[src/design/cmm_pkg.sv]
package cmm_pkg;

    // Defaults for the top-level parameters
    localparam int MAX_DIM_DEF   = 8;
    localparam int FRAC_BITS_DEF = 16;

    // Configuration port
    localparam int SIZE_W = 4;
    localparam logic [SIZE_W-1:0] SIZE_RESET = 4'd8;
    localparam logic CFG_MATRIX_SIZE = 1'b0;
    localparam logic CFG_SQUARE_MODE = 1'b1;

    typedef enum logic [1:0] {
        ST_LOAD,
        ST_COMPUTE,
        ST_DRAIN
    } state_t;

    // One complex element, real part in the low bits
    typedef struct packed {
        logic signed [31:0] im;
        logic signed [31:0] re;
    } cplx_t;

    // Control that travels with one A element along the cell row
    typedef struct packed {
        logic vld;
        logic first;
        logic lastk;
        logic rowlast;
    } hop_ctl_t;

    // One finished product element
    typedef struct packed {
        logic  sat;
        logic  last;
        cplx_t val;
    } res_t;

endpackage

[src/design/cmm_rq.sv]
module cmm_rq
    import cmm_pkg::*;
#(
    parameter int DEPTH = 2 * MAX_DIM_DEF,
    localparam int PW   = (DEPTH > 1) ? $clog2(DEPTH) : 1,
    localparam int CW   = $clog2(DEPTH + 1)
) (
    input  logic aclk,
    input  logic aresetn,
    input  logic wr_en,
    input  res_t wr_data,
    output logic out_vld,
    input  logic out_rdy,
    output res_t out_data
);

    res_t          q [DEPTH];
    logic [PW-1:0] wr_ptr_reg, wr_ptr_next;
    logic [PW-1:0] rd_ptr_reg, rd_ptr_next;
    logic [CW-1:0] count_reg, count_next;
    logic          pop;

    assign out_vld  = count_reg != '0;
    assign out_data = q[rd_ptr_reg];
    assign pop      = out_vld && out_rdy;

    always_comb begin
        wr_ptr_next = wr_ptr_reg;
        rd_ptr_next = rd_ptr_reg;
        if (wr_en) begin
            wr_ptr_next = (wr_ptr_reg == PW'(DEPTH - 1)) ? '0 : wr_ptr_reg + PW'(1);
        end
        if (pop) begin
            rd_ptr_next = (rd_ptr_reg == PW'(DEPTH - 1)) ? '0 : rd_ptr_reg + PW'(1);
        end
        count_next = count_reg + CW'(wr_en) - CW'(pop);
    end

    // Advance pointers and fill count
    always_ff @(posedge aclk) begin
        if (!aresetn) begin
            wr_ptr_reg <= '0;
            rd_ptr_reg <= '0;
            count_reg  <= '0;
        end else begin
            wr_ptr_reg <= wr_ptr_next;
            rd_ptr_reg <= rd_ptr_next;
            count_reg  <= count_next;
        end
    end

    always_ff @(posedge aclk) begin
        if (wr_en) begin
            q[wr_ptr_reg] <= wr_data;
        end
    end

endmodule

[config.mk]
export PLATFORM = sky130hd
export DESIGN_NAME = cmm_rq
export DESIGN_NICKNAME = d
export VERILOG_FILES = /design/src/design/cmm_pkg.sv /design/src/design/cmm_rq.sv
export SDC_FILE = /design/constraint.sdc
export NUM_CORES = 1
export LEC_CHECK = 0
export BUFFER_PORTS_ARGS = -buffer_cell sky130_fd_sc_hd__buf_2
export CELL_PAD_IN_SITES_DETAIL_PLACEMENT = 1
export CELL_PAD_IN_SITES_GLOBAL_PLACEMENT = 2
export CORE_MARGIN = 2
export CORE_UTILIZATION = 40
export DETAILED_ROUTE_END_ITERATION = 16
export GPL_TIMING_DRIVEN = 1
export PLACE_DENSITY = 0.7
export SLEW_MARGIN = 20
export SYNTH_ARGS = -nofsm -noshare
export SYNTH_HDL_FRONTEND = slang
export SYNTH_SLANG_ARGS = --single-unit
[constraint.sdc]
create_clock -name aclk -period 3.5 [get_ports aclk]
set_clock_uncertainty 0.1 [all_clocks]
set_input_delay 0 -clock aclk [delete_from_list [all_inputs] [get_ports aclk]]
set_output_delay 0 -clock aclk [all_outputs]
set_load 0.05 [all_outputs]
### Yosys cells after proc, flatten, opt, wreduce, memory -nomap -nowiden

Memories as Yosys holds them, arrays and structs flattened. A register that Yosys moved wholly into a read port is not among the register bits.
Index checks and enable logic that the tools add are counted.

* add/subtract/negate cells: 4
* eq/ne operators: 2
* muxes and demuxes: 6
* reduce and logical (&&, ||, !) cells: 2

Operators with widths (count)
* two-way mux 4 bit: 4
* adder 4 x 1 -> 4 bit, second input constant: 2
* equality test 4 bit, second input constant: 2
* adder 5 x 1 -> 5 bit: 1
* nonzero test 5 bit: 1
* subtractor 5 x 1 -> 5 bit: 1
* two-way mux 1 bit: 2
* logical AND 1 bit: 1

* flip-flop bits (word level): 13
* RAM bits: 1056
* bits of input ports: 70
* output and inout port bits: 67
* memories: 1

Memories
* q: words 16, width 66, read ports 1, clocked after memory_dff 1, write ports 1, RTL line cmm_rq.sv:17 `res_t q [DEPTH];`

### Logic depth before layout (Yosys ltp)

* word-level depth: 4
* gate-level depth with buffers: 15

### Least setup slack after synthesis

OpenSTA, ideal clock, no wires.

* path kind: register to register
* start: reg count_reg[3]
* end: reg count_reg[4]
* setup time: 0.116 ns
* arrival: 2.976 ns
* setup slack: 0.308 ns
* cell stages (with the launch flop): 16
* path buffers: 1
* clock period less this slack: 3.192 ns
* path through: dfxtp_1 inv_1 ha_1 or4b_1 clkbuf_1 nand2_1 inv_1 ha_1 inv_1 ha_1 inv_1 fa_1 nand2b_1 a21oi_1 o21ai_0 and3b_1

* cells in the longest elaborated chain, start to end: 3

Ends and longest elaborated chain
* from (decl): RTL line cmm_rq.sv:20 `logic [CW-1:0] count_reg, count_next;`
* from (signal assigned): RTL line cmm_rq.sv:48 `count_reg <= count_next;`
* nonzero test 5 bit: RTL line cmm_rq.sv:23 `assign out_vld = count_reg != '0;`
* net out_vld: RTL line cmm_rq.sv:12 `output logic out_vld,`
* logical AND 1 bit: RTL line cmm_rq.sv:25 `assign pop = out_vld && out_rdy;`
* subtractor 5 x 1 -> 5 bit: RTL line cmm_rq.sv:36 `count_next = count_reg + CW'(wr_en) - CW'(pop);`

The timed path passes the listed nets, and every way through them passes these cells.
A chain may end at the register's enable or synchronous reset.

==> impl_metrics.env <==
export IMPL_hold_path_end="q[7][15]$_DFFE_PP_"
export IMPL_p_clk_share_pct=36.1
export IMPL_largest_register_ffs=1056
export IMPL_syn_num_nets=1798
export IMPL_setup_violations=0
export IMPL_cp_end_kind="primary output"
export IMPL_grt_pass1_wl_mm=143
export IMPL_gp_congestion=0.691
export IMPL_p_leak_nw=14.7
export IMPL_p_int_w=0.0222
export IMPL_grt_pass1_vias=20700
export IMPL_async_flop_share_pct=0
export IMPL_r2r_slack_ns=0.38
export IMPL_cp_arrival_ns=3.11
export IMPL_maxCapViolCount=0
export IMPL_ctsResizeCount=0
export IMPL_status="completed"
export IMPL_start_kind="register"
export IMPL_sw_frac_of_total_pct=25.3
export IMPL_antenna_found_initial=5
export IMPL_r2r_start="count_reg[2]$_SDFF_PN0_"
export IMPL_synth_seq_cells=1073
export IMPL_final_cell_mix="1056 x edfxtp_1, 264 x mux4_2, 136 x buf_2"
export IMPL_nets=2090
export IMPL_grt_max_degree=72
export IMPL_drt_iter0_drc=1626
export IMPL_rsz0062_at_grt="no"
export IMPL_reg2reg_to="count_reg[4]$_SDFF_PN0_"
export IMPL_synthTopCellsByArea="edfxtp_1 79%, mux4_2 15%, a22oi_1 2.5%, dfxtp_1 0.84%, nand2_1 0.66%"
export IMPL_finalWirelength_mm=97.5
export IMPL_wire_per_inst_um=28.7
export IMPL_fillers=8933
export IMPL_crit_type="register to primary output"
export IMPL_worstMarginPinSlew_ns=0.801
export IMPL_dr_total_vias=19000
export IMPL_final_common_cell="edfxtp_1"
export IMPL_start_util_pct=40.3
export IMPL_slew_violations=0
export IMPL_ys_types=32
export IMPL_via_per_inst=5.58
export IMPL_worst_ep_required_time_ns=3.40
export IMPL_final_seq_area_sq_um=32100
export IMPL_setup_tns_final_ns=0
export IMPL_synth_ff_type="edfxtp_1"
export IMPL_numCtsBuffers=108
export IMPL_htree_levels=3
export IMPL_die_w_um=321
export IMPL_synth_top_area_cell="edfxtp_1"
export IMPL_pwr_share_seq_pct=48.4
export IMPL_io_buffers=136
export IMPL_hp_start="wr_data[15]"
export IMPL_grt_overflow=0
export IMPL_cp_max_fo=27
export IMPL_cts_root_buf="clkbuf_16"
export IMPL_hold_path_depth=2
export IMPL_netlist_area_sq_um=40300
export IMPL_yosysSeqAreaShare_pct=79.5
export IMPL_multi_input_area_sq_um=7830
export IMPL_drive_gt1_share_pct=29.6
export IMPL_io_pins=137
export IMPL_cts_tree="yes"
export IMPL_worstHoldPathType="primary input to register"
export IMPL_finalHoldViolCount=0
export IMPL_cellPowerDensity_nw_per_um2=631
export IMPL_drcViolationCount=0
export IMPL_ff2ff_path_depth=14
export IMPL_fin_cells=3398
export IMPL_relSlewSlack_pct=46.6
export IMPL_dieHeight_um=321
export IMPL_ant_nets=0
export IMPL_die_area_sq_um=103000
export IMPL_switchingPower_w=0.00752
export IMPL_post_route_period_util_pct=91.7
export IMPL_dp_cells=3126
export IMPL_place_detailed_hpwl_mm=51.9
export IMPL_grt_use_total_pct=19.1
export IMPL_std_cell_rows=116
export IMPL_finish_utilization_pct=47.2
export IMPL_cts_buffer_depth=3
export IMPL_synth_top_area_share_pct=78.7
export IMPL_comb_power_share_pct=15.5
export IMPL_synth_edff_count=1056
export IMPL_clkTransAtPathRegs_ns=0.06
export IMPL_area_growth_pct=17.0
export IMPL_clk_latency_ns=0.69
export IMPL_power_w=0.0298
export IMPL_firstDrtPassIters=5
export IMPL_ys_warn_count=0
export IMPL_vdd_drop_max_v=0.000394
export IMPL_period_needed_ns=3.21
export IMPL_syn_inst=1716
export IMPL_cts_sinks=1073
export IMPL_syn_area_per_cell_sq_um=23.5
export IMPL_fmax_mhz=312
export IMPL_design_core_area_sq_um=100000
==> worst max-delay path: stages (launching register included) <==
cell and delay [ns]:
dfxtp_4 0.61, buf_12 0.32, buf_12 0.25, mux4_2 0.52, a22oi_1 0.27, nand2_1 0.14
buf_2 0.24
==> synth_stat cells (2+ instances only) <==
cell / instances
nand3_1: 5
and3b_1: 2
a22oi_1: 132
dfxtp_1: 17
inv_1: 11
nand2b_1: 2
nor2b_1: 4
edfxtp_1: 1056
buf_2: 10
nand2_1: 71
a21oi_1: 4
and2_1: 22
buf_4: 18
mux4_2: 264
and3_1: 3
xnor2_1: 3
buf_1: 16
ha_1: 11
a21boi_0: 4
buf_6: 5
nor2_1: 2
o21ai_0: 4
clkbuf_1: 41
==> timing repair <==
item                                    in CTS  in global routing
hold endpoints to repair                  1073                  0
buffers inserted                             0                  0
endpoints found under the setup margin       0                  0
hold buffers                                70                  0
==> through the flow <==
stage	worst slack [ns]	area [sq um]	hold WS, ns
finish	0.290	47200	0.140
global route	0.0939	47200	0.116
CTS	0.168	47200	0.0931
detailed placement	0.361	43200	0.262
global placement	0.371	43200	0.261
floorplan	0.308	40300	-0.00113
==> layer usage <==
metal | vias to the layer above | track usage [%] | share of wire, %
met5 | - | 0 | 0.062
met4 | 10 | 5.28 | 2.1
met3 | 146 | 3.44 | 5.5
met2 | 549 | 31.2 | 49
met1 | 10300 | 26.6 | 43
li1 | 7954 | - | -
==> power groups by stage <==
stage	registers (W)	clock network (W)	logic, W
global route	0.0144	0.0114	0.00495
detailed placement	0.0147	0	0.00463
CTS	0.0144	0.0110	0.00472
global placement	0.0147	0	0.00456
finish	0.0144	0.0107	0.00461
floorplan	0.0146	0	0.00344
==> how the worst max path moves through the flow <==
stage | from | end | slack, ns | cells after the start
3_3_place_gp | count_reg[3]$_SDFF_PN0_ | count_reg[4]$_SDFF_PN0_ | 0.37 | 14
6_report | register | out_data[18] | 0.29 | 6
5_1_grt | register | out_data[18] | 0.09 | 6
3_5_place_dp | count_reg[2]$_SDFF_PN0_ | count_reg[4]$_SDFF_PN0_ | 0.36 | 14
4_1_cts | register | out_data[41] | 0.17 | 6
2_1_floorplan | count_reg[3]$_SDFF_PN0_ | count_reg[4]$_SDFF_PN0_ | 0.31 | 15
==> logic make-up (layout without fill, tap and decap cells) <==
group | after synthesis | after routing | synth area share [%]
flip-flops | 1073 | 1073 | 79.5
multiplexers | 265 | 265 | 14.8
AO/OA/AOI/OAI | 146 | 146 | 2.68
AND/OR/NAND/NOR | 115 | 115 | 1.34
buffers and inverters | 101 | 484 | 1.23
adder cells (fa/ha/maj) | 12 | 12 | 0.391
XOR/XNOR | 4 | 4 | 0.0869
other | 0 | 1 | 0
==> area by class of cell <==
cell class                 instances  share of cell area [%]
clock inverter                    55                   0.902
multi-input combinational        542                    16.6
antenna                            1                 0.00530
timing repair buffer             272                    4.99
clock buffer                     146                    6.03
tap                             1298                    3.44
inverter                          11                  0.0875
sequential                      1073                    67.9
No activity file was read; power rests on OpenSTA's default activity.
